`config.mk`:
```
export PLATFORM = sky130hd
export DESIGN_NAME = sensor_net_route_table_engine
export DESIGN_NICKNAME = d
export VERILOG_FILES = /design/src/rtl/snrte_pkg.sv /design/src/rtl/snrte_ctrl.sv /design/src/rtl/snrte_dp.sv /design/src/rtl/sensor_net_route_table_engine.sv
export SDC_FILE = /design/constraint.sdc
export NUM_CORES = 2
export LEC_CHECK = 0
export ABC_AREA = 1
export BUFFER_PORTS_ARGS = -buffer_cell sky130_fd_sc_hd__buf_4
export CORE_MARGIN = 2
export CORE_UTILIZATION = 56
export CTS_CLUSTER_SIZE = 10
export DETAILED_ROUTE_END_ITERATION = 8
export PLACE_DENSITY = 0.72
export SYNTH_ARGS = -nofsm -noshare
export SYNTH_HDL_FRONTEND = slang
export SYNTH_SLANG_ARGS = --single-unit
```
`constraint.sdc`:
```
create_clock -name i_clk -period 5.8 [get_ports i_clk]
set_clock_uncertainty 0.2 [all_clocks]
set_input_delay 0.29 -clock i_clk [delete_from_list [all_inputs] [get_ports i_clk]]
set_output_delay 0.29 -clock i_clk [all_outputs]
set_load 0.05 [all_outputs]
```
`src/rtl/snrte_pkg.sv`:
```
// ----------------------------------------------------------------------------
// snrte_pkg
// Shared types and constants of the route table engine.
// ----------------------------------------------------------------------------
package snrte_pkg;

    localparam int NodeCount     = 64;
    localparam int AddrW         = $clog2(NodeCount);
    localparam logic [7:0] HopReset  = 8'd17;
    localparam logic [7:0] Broadcast = 8'd255;
    localparam logic [8:0] MaxFrame  = 9'd128;
    localparam logic [8:0] HeaderBytes = 9'd7;

    localparam logic [1:0] ActDrop    = 2'd0;
    localparam logic [1:0] ActDeliver = 2'd1;
    localparam logic [1:0] ActSend    = 2'd2;
    localparam logic [1:0] ActTooBig  = 2'd3;

    localparam logic [1:0] TypeData   = 2'd0;
    localparam logic [1:0] TypeBeacon = 2'd1;
    localparam logic [1:0] TypeSpare2 = 2'd2;
    localparam logic [1:0] TypeSpare3 = 2'd3;

    typedef struct packed {
        logic       func;
        logic [1:0] pkt_kind;
        logic [7:0] seq_no;
        logic [7:0] origin;
        logic [7:0] last_hop;
        logic [7:0] next_hop;
        logic [7:0] target;
        logic [7:0] hop_cnt;
        logic [7:0] payload_size;
        logic [7:0] port;
    } t_in_item;

    typedef struct packed {
        logic [1:0] action;
        logic [1:0] out_type;
        logic [7:0] out_seq_no;
        logic [7:0] out_origin;
        logic [7:0] out_last_hop;
        logic [7:0] out_next_hop;
        logic [7:0] out_target;
        logic [7:0] out_hop_cnt;
        logic [7:0] out_size;
        logic [7:0] out_port;
    } t_out_item;

    // controller -> datapath
    typedef struct packed {
        logic load_item;  // capture input beat
        logic rd_src;     // read entry at own (send) or origin (receive)
        logic rd_dest;    // read next hop of target
        logic decide;     // evaluate and write back
        logic cfg_clr;    // reset old own entry
        logic cfg_set;    // set new own entry
        logic load_cfg;   // capture config beat
    } t_cmd;

    typedef struct packed {
        logic cfg_ok;     // captured address in table
    } t_sts;

endpackage

```
`src/rtl/snrte_ctrl.sv`:
```
// ----------------------------------------------------------------------------
// snrte_ctrl
// Sequencer: item read, dest read, decide/write; result valid; config clear/set.
// ----------------------------------------------------------------------------
module snrte_ctrl
    import snrte_pkg::*;
(
    input  logic i_clk,
    input  logic i_rst_n,
    input  logic i_in_valid,
    output logic o_in_ready,
    input  logic i_cfg_valid,
    output logic o_cfg_ready,
    input  logic i_out_ready,
    output logic o_out_valid,
    input  t_sts i_sts,
    output t_cmd o_cmd
);

    typedef enum logic [2:0] {
        S_IDLE, S_RDS, S_RDD, S_DEC, S_CCLR, S_CSET
    } t_state;

    t_state r_state, n_state;
    logic   r_out_valid, n_out_valid;

    always_comb begin
        n_state     = r_state;
        n_out_valid = r_out_valid && !i_out_ready;
        o_cmd       = '0;
        case (r_state)
            S_IDLE: begin
                if (i_cfg_valid) begin
                    o_cmd.load_cfg = 1'b1;
                    n_state = S_CCLR;
                end else if (i_in_valid) begin
                    o_cmd.load_item = 1'b1;
                    n_state = S_RDS;
                end
            end
            S_RDS: begin
                o_cmd.rd_src = 1'b1;
                n_state = S_RDD;
            end
            S_RDD: begin
                o_cmd.rd_dest = 1'b1;
                n_state = S_DEC;
            end
            S_DEC: begin
                // hold while the previous result still waits
                if (!r_out_valid || i_out_ready) begin
                    o_cmd.decide = 1'b1;
                    n_out_valid = 1'b1;
                    n_state = S_IDLE;
                end
            end
            S_CCLR: begin
                o_cmd.cfg_clr = i_sts.cfg_ok;
                n_state = S_CSET;
            end
            S_CSET: begin
                o_cmd.cfg_set = i_sts.cfg_ok;
                n_state = S_IDLE;
            end
            default: n_state = S_IDLE;
        endcase
    end

    assign o_in_ready  = (r_state == S_IDLE) && !i_cfg_valid;
    assign o_cfg_ready = (r_state == S_IDLE);
    assign o_out_valid = r_out_valid;

    always_ff @(posedge i_clk) begin
        if (!i_rst_n) begin
            r_state     <= S_IDLE;
            r_out_valid <= 1'b0;
        end else begin
            r_state     <= n_state;
            r_out_valid <= n_out_valid;
        end
    end

endmodule

```
`src/rtl/snrte_dp.sv`:
```
// ----------------------------------------------------------------------------
// snrte_dp
// Route tables, own address and result register.
// ----------------------------------------------------------------------------
module snrte_dp
    import snrte_pkg::*;
(
    input  logic      i_clk,
    input  logic      i_rst_n,
    input  t_cmd      i_cmd,
    input  t_in_item  i_item,
    input  logic [7:0] i_cfg_data,
    output t_sts      o_sts,
    output t_out_item o_item
);

    logic [23:0] r_mem [NodeCount];   // {hop, seq, next}
    logic [NodeCount-1:0] r_vld;
    logic [23:0] r_rd;
    logic [7:0]  r_own, r_cfg;
    t_in_item    r_it;
    logic [7:0]  r_hop_s, r_seq_s, r_nxt_s;
    logic        r_src_in;
    logic        r_a_ok;
    logic [AddrW-1:0] r_a_idx;
    t_out_item   r_out;

    logic [7:0] a_addr;
    logic       a_in;
    logic [AddrW-1:0] a_idx;
    logic       w_en;
    logic [AddrW-1:0] w_idx;
    logic [23:0] w_data;
    logic [23:0] rd_eff;
    t_out_item  n_out;

    localparam logic [23:0] EntryReset = {HopReset, 8'd0, Broadcast};

    always_comb begin
        a_addr = i_cmd.rd_src ? (r_it.func ? r_own : r_it.origin) : r_it.target;
        a_in   = (a_addr < 8'(NodeCount));
        a_idx  = a_addr[AddrW-1:0];
    end

    assign rd_eff = (r_a_ok && r_vld[r_a_idx]) ? r_rd : EntryReset;

    assign o_sts.cfg_ok = (r_cfg < 8'(NodeCount));

    // decide
    logic [8:0] inc, tot;
    logic       fresh, shorter, better, upd_seq, upd_path;
    logic [7:0] hop_up, s_new;
    always_comb begin
        inc     = {1'b0, r_it.hop_cnt} + 9'd1;
        hop_up  = inc[8] ? 8'd255 : inc[7:0];
        fresh   = r_it.seq_no >= r_seq_s;
        shorter = inc < {1'b0, r_hop_s};
        better  = fresh || shorter;
        tot     = {1'b0, r_it.payload_size} + HeaderBytes;
        s_new   = r_seq_s + 8'd1;
        n_out   = '0;
        w_en    = 1'b0;
        w_idx   = r_it.origin[AddrW-1:0];
        upd_seq = r_it.seq_no > r_seq_s;
        upd_path = better;
        w_data  = {upd_path ? hop_up : r_hop_s,
                   upd_seq ? r_it.seq_no : r_seq_s,
                   upd_path ? r_it.last_hop : r_nxt_s};
        if (r_it.func) begin
            if (tot > MaxFrame) begin
                n_out.action = ActTooBig;
            end else begin
                w_en  = r_src_in;
                w_idx = r_own[AddrW-1:0];
                w_data = {r_hop_s, s_new, r_nxt_s};
                n_out.action = ActSend;
                n_out.out_type = r_it.pkt_kind;
                n_out.out_seq_no = s_new;
                n_out.out_origin = r_own;
                n_out.out_last_hop = r_own;
                n_out.out_next_hop = (r_it.pkt_kind == TypeBeacon) ? Broadcast : rd_eff[7:0];
                n_out.out_target = (r_it.pkt_kind == TypeBeacon) ? Broadcast : r_it.target;
                n_out.out_size = tot[7:0];
                n_out.out_port = r_it.port;
            end
        end else if (r_it.pkt_kind == TypeBeacon) begin
            if (r_it.origin != r_own) begin
                w_en = r_src_in;
                if (better) begin
                    n_out.action = ActSend;
                    n_out.out_type = r_it.pkt_kind;
                    n_out.out_seq_no = r_it.seq_no;
                    n_out.out_origin = r_it.origin;
                    n_out.out_last_hop = r_own;
                    n_out.out_next_hop = Broadcast;
                    n_out.out_target = r_it.target;
                    n_out.out_hop_cnt = hop_up;
                    n_out.out_port = r_it.port;
                end
            end
        end else if (r_it.pkt_kind == TypeData) begin
            w_en = r_src_in;
            if (r_it.target == r_own) begin
                n_out.action = ActDeliver;
                n_out.out_type = r_it.pkt_kind;
                n_out.out_seq_no = r_it.seq_no;
                n_out.out_origin = r_it.origin;
                n_out.out_last_hop = r_it.last_hop;
                n_out.out_next_hop = r_it.next_hop;
                n_out.out_target = r_it.target;
                n_out.out_hop_cnt = r_it.hop_cnt;
                n_out.out_port = r_it.port;
            end else if ((r_it.next_hop == r_own || r_it.target == Broadcast) && fresh) begin
                n_out.action = ActSend;
                n_out.out_type = r_it.pkt_kind;
                n_out.out_seq_no = r_it.seq_no;
                n_out.out_origin = r_it.origin;
                n_out.out_last_hop = r_own;
                // dest==src after update: table read was before write
                n_out.out_next_hop = (r_it.target == r_it.origin && r_src_in)
                                     ? w_data[7:0] : rd_eff[7:0];
                n_out.out_target = r_it.target;
                n_out.out_hop_cnt = hop_up;
                n_out.out_port = r_it.port;
            end
        end
        if (i_cmd.cfg_clr) begin
            w_en = 1'b1;
            w_idx = r_own[AddrW-1:0];
            w_data = EntryReset;
        end else if (i_cmd.cfg_set) begin
            w_en = 1'b1;
            w_idx = r_cfg[AddrW-1:0];
            w_data = {8'd0, 8'd0, r_cfg};
        end else if (!i_cmd.decide) begin
            w_en = 1'b0;
        end
    end

    always_ff @(posedge i_clk) begin
        if (i_cmd.rd_src || i_cmd.rd_dest) r_rd <= r_mem[a_idx];
        if (w_en) r_mem[w_idx] <= w_data;
    end

    always_ff @(posedge i_clk) begin
        if (!i_rst_n) begin
            r_vld <= '0;
            r_own <= 8'd0;
        end else begin
            if (w_en) r_vld[w_idx] <= 1'b1;
            if (i_cmd.cfg_set) r_own <= r_cfg;
        end
    end

    always_ff @(posedge i_clk) begin
        if (i_cmd.load_item) r_it <= i_item;
        if (i_cmd.load_cfg) r_cfg <= i_cfg_data;
        if (i_cmd.rd_src || i_cmd.rd_dest) begin
            r_a_ok  <= a_in;
            r_a_idx <= a_idx;
        end
        if (i_cmd.rd_src) r_src_in <= a_in;
        if (i_cmd.rd_dest) begin
            r_hop_s <= rd_eff[23:16];
            r_seq_s <= rd_eff[15:8];
            r_nxt_s <= rd_eff[7:0];
        end
        if (i_cmd.decide) r_out <= n_out;
    end

    assign o_item = r_out;

endmodule

```
`src/rtl/sensor_net_route_table_engine.sv`:
```
// ----------------------------------------------------------------------------
// sensor_net_route_table_engine
// Distance-vector routing header engine.
// ----------------------------------------------------------------------------
// One item steps through accept, source/own entry read, destination read,
// decide and write back. The result sits in an output register from the next
// cycle, so the following item is read while it waits; a result still held at
// that item's decide cycle stalls it there. Two reads and one write per item on
// the single-port route table set these steps. A configuration write steps
// through accept, clear old own entry, set new; both need the address in table.
module sensor_net_route_table_engine
    import snrte_pkg::*;
(
    input  logic      i_clk,
    input  logic      i_rst_n,
    input  logic      i_in_valid,
    output logic      o_in_ready,
    input  t_in_item  i_in_data,
    output logic      o_out_valid,
    input  logic      i_out_ready,
    output t_out_item o_out_data,
    input  logic      i_cfg_valid,
    output logic      o_cfg_ready,
    input  logic [7:0] i_cfg_data
);

    t_cmd w_cmd;
    t_sts w_sts;

    snrte_ctrl u_ctrl (
        .i_clk, .i_rst_n, .i_in_valid, .o_in_ready, .i_cfg_valid, .o_cfg_ready,
        .i_out_ready, .o_out_valid, .i_sts(w_sts), .o_cmd(w_cmd)
    );

    snrte_dp u_dp (
        .i_clk, .i_rst_n, .i_cmd(w_cmd), .i_item(i_in_data), .i_cfg_data,
        .o_sts(w_sts), .o_item(o_out_data)
    );

endmodule

```
==> metrics.txt <==
Worst Setup End Kind=register; status=finished clean; highest clock rate=194 MHz; # setup viols final=0; area added between synthesis and finish=14.5%; Syn Nets=5833; drt first pass iters=7; Critical Path End=u_dp.r_mem[43][6]; Synth area leader=edfxtp_1; first-pass GRT wire length=302000 um; worst vdd ir=0.314 mV; #FFs+latches synth=1811; filler cell count=slightly above 9k; Crit Path Max Fanout=48; worst reg-to-reg setup slack=0.65 ns; CP Launch Point=u_dp.r_it[16]; met2 wire length=between 90000 and 100000 um; Die Y=368 um; routed length per instance=25.8 um; Tmin final=5.15 ns; highest metal used=met5; setup TNS=0 ns; dpl cells=7439; Mapped Area=74100 um2; Starting Density=0.564; drt total wl=about 200000 um; largest net degree at the start of global routing=130; Die W=368 um; Commonest cells post-synth=edfxtp_1 (1735), o211ai_1 (600), o21ai_0 (589); CTS buffer count=199; vias=49.5k; Mapped Cells=5734; layout cells sized above 1=0.116; IO Count=about 150; cell row count=133; Pleak=28.4 nW; Reg2Reg Depth=18; startpoint type of the worst setup path=register; Final Hold Viols=0; RSZ-0062 raised after global routing=no; Critical Path AT=5.48 ns; Pins Over Slew Limit=0; hold_sp=i_in_data[8]; combined area of the multi-input logic cells=17700 um2; most common cell in the netlist=edfxtp_1; Cell Int Power=22.7 mW; met3 routed WL=roughly 21000 um; Post-Syn Area per Cell=approximately 13 um2; die area=135000 um2; maximum buffer depth of the clock tree=3; Clock Sinks=around 1.8k; CP required=6.13 ns; wire length on met1=80700 um; initial antenna violation count=2; Iter 0 DRT Violations=7357; clock slew at reported path FFs=0.06 ns; Pwr Density=371 nW/um2; grt total ovfl=0; fin cells=7869; Clk Latency, worst-skew pair=0.83 ns; Seq. cell area=about 54000 um2; Buffers on Ports=150; Clk pwr share=0.350; Comb pwr share=0.170; post-layout util=0.645; Switching Fraction=0.278; R2R Path Start=u_dp.r_it[16]; Finished Cell Area=84900 um2; fin nets=6138; Flop pwr share=0.480; NetSw=8.76 mW; drc violations=0; Root Driver=clkbuf_16; CTS tree=done; Post-synth ARST share=0; top_reg_cell synth=edfxtp_1; relative slew slack=0.152; final worst-path cycle share=0.888; Synth area leaders=edfxtp_1 (70%), o211ai_1 (6.1%), o21ai_0 (4.0%); Worst R2R End=u_dp.r_mem[43][6]; Global Route Usage Sum=0.297; sequential share of the synthesized area=0.723; htree depth=4; WHS=approximately 0.018 ns; EDFF count, synth=1735; placed cell area=77900 um2; worst min path class=input port to register; RePlAce Congestion=around 0.94; Core ar.=131000 um2; worst slew pin tran=1.27 ns; Yosys warning count=0; post-synth top area share=0.703; CP Class=register to register; antenna viol nets, final=0; Max Cap Violations=0; synth unique cells=54; DR vias/cell=6.29; dpl hpwl=112000 um; number of global-route vias before repair=around 47k
[metal layers]
layer,vias to the layer above,global-route usage
met5,-,0
met2,2926,0.457
li1,21800,-
met4,2,0.123
met3,426,0.0551
met1,24352,0.420
[stage by stage]
stage          setup slack (ns)  power [mW]
2_1_floorplan           -0.0521        18.5
3_3_place_gp              0.930        20.4
3_5_place_dp              0.795        20.5
4_1_cts                   0.776        31.5
5_1_grt                   0.305        32.5
6_report                  0.648        31.5
[worst min-delay path by stage]
stage	cells after the start	slack [ns]	end
after floorplan	0	0.19	u_dp.r_cfg[0]
after global placement	2	0.24	u_dp.r_vld[37]
after detailed placement	2	0.24	u_dp.r_vld[2]
after CTS	2	0.003	u_dp.r_it[8]
after global routing	2	0.01	u_dp.r_it[8]
final	2	0.02	u_dp.r_it[8]
[cells in the final DEF, fill, tap and decap left out, types with 83 or more instances in the layout]
master and n:
a21oi_1 113, buf_4 298, clkbuf_16 202, dlygate4sd3_1 154
edfxtp_1 1735, inv_1 363, nand2_1 411, nand3_1 326
nor2_1 512, o211ai_1 600, o21ai_0 579, o22ai_1 110
or2_1 103, or2_2 83
[power by group through the flow]
stage | sequential, mW | combinational [mW] | clock, mW
3_3_place_gp | 15.4 | 5.03 | 0
2_1_floorplan | 15.4 | 3.08 | 0
6_report | 15.1 | 5.36 | 11.0
3_5_place_dp | 15.4 | 5.15 | 0
5_1_grt | 15.1 | 5.74 | 11.6
4_1_cts | 15.1 | 5.26 | 11.1
[area by class of cell]
class,count,share of cell area
clock inverters,10,0.00125
inverters,385,0.0173
flip-flops and latches,1811,0.632
well taps,1755,0.0259
repair buffers,485,0.0523
clock buffers,264,0.0626
diodes,2,0.0000590
multi-input cells,3157,0.209
[cell families (layout without fill, tap and decap cells)]
| family | count (synthesis) | after routing | share of synthesized area |
|---|---|---|---|
| flip-flops | 1811 | 1811 | 0.723 |
| adder cells (fa/ha/maj) | 19 | 19 | 0.00321 |
| buffers and inverters | 766 | 1144 | 0.0424 |
| AO/OA/AOI/OAI | 1560 | 1560 | 0.132 |
| XOR/XNOR | 10 | 10 | 0.00128 |
| other | 0 | 2 | 0 |
| AND/OR/NAND/NOR | 1568 | 1568 | 0.0973 |
[sequential cells by signal, indices dropped and copies added, names as in the netlist]
signal / count
u_ctrl.o_out_valid: 1
u_dp.r_a_ok: 1
u_dp.r_mem: 1536
u_dp.r_nxt_s: 8
u_dp.r_it: 67
u_dp.r_hop_s: 8
u_dp.r_src_in: 1
u_dp.r_rd: 24
u_dp.r_own: 8
u_dp.o_item: 68
u_ctrl.r_state: 3
u_dp.r_cfg: 8
u_dp.r_seq_s: 8
u_dp.r_a_idx: 6
u_dp.r_vld: 64
[worst max-delay path: stages, from the launching register on]
cell and delay, ns:
edfxtp_1 0.42, ha_1 0.19, nand2_1 0.07, nor2_1 0.21, xor2_1 0.24, inv_1 0.08
ha_1 0.29, a21oi_1 0.13, o21ai_0 0.10, nand2_1 0.06, nand2_1 0.05, nand2_1 0.06
nand2_1 0.18, nand2_1 0.35, nand2_1 0.52, inv_1 0.43, nor2_1 0.13, o21ai_4 0.50
buf_4 0.60
[timing repair]
item                       CTS  global route
hold buffers               154             0
setup buffers                0             0
gates resized for setup      0             0
setup endpoints to repair    0             0
hold endpoints to repair   161             0
Note: power is estimated with default switching activity, not from simulation.
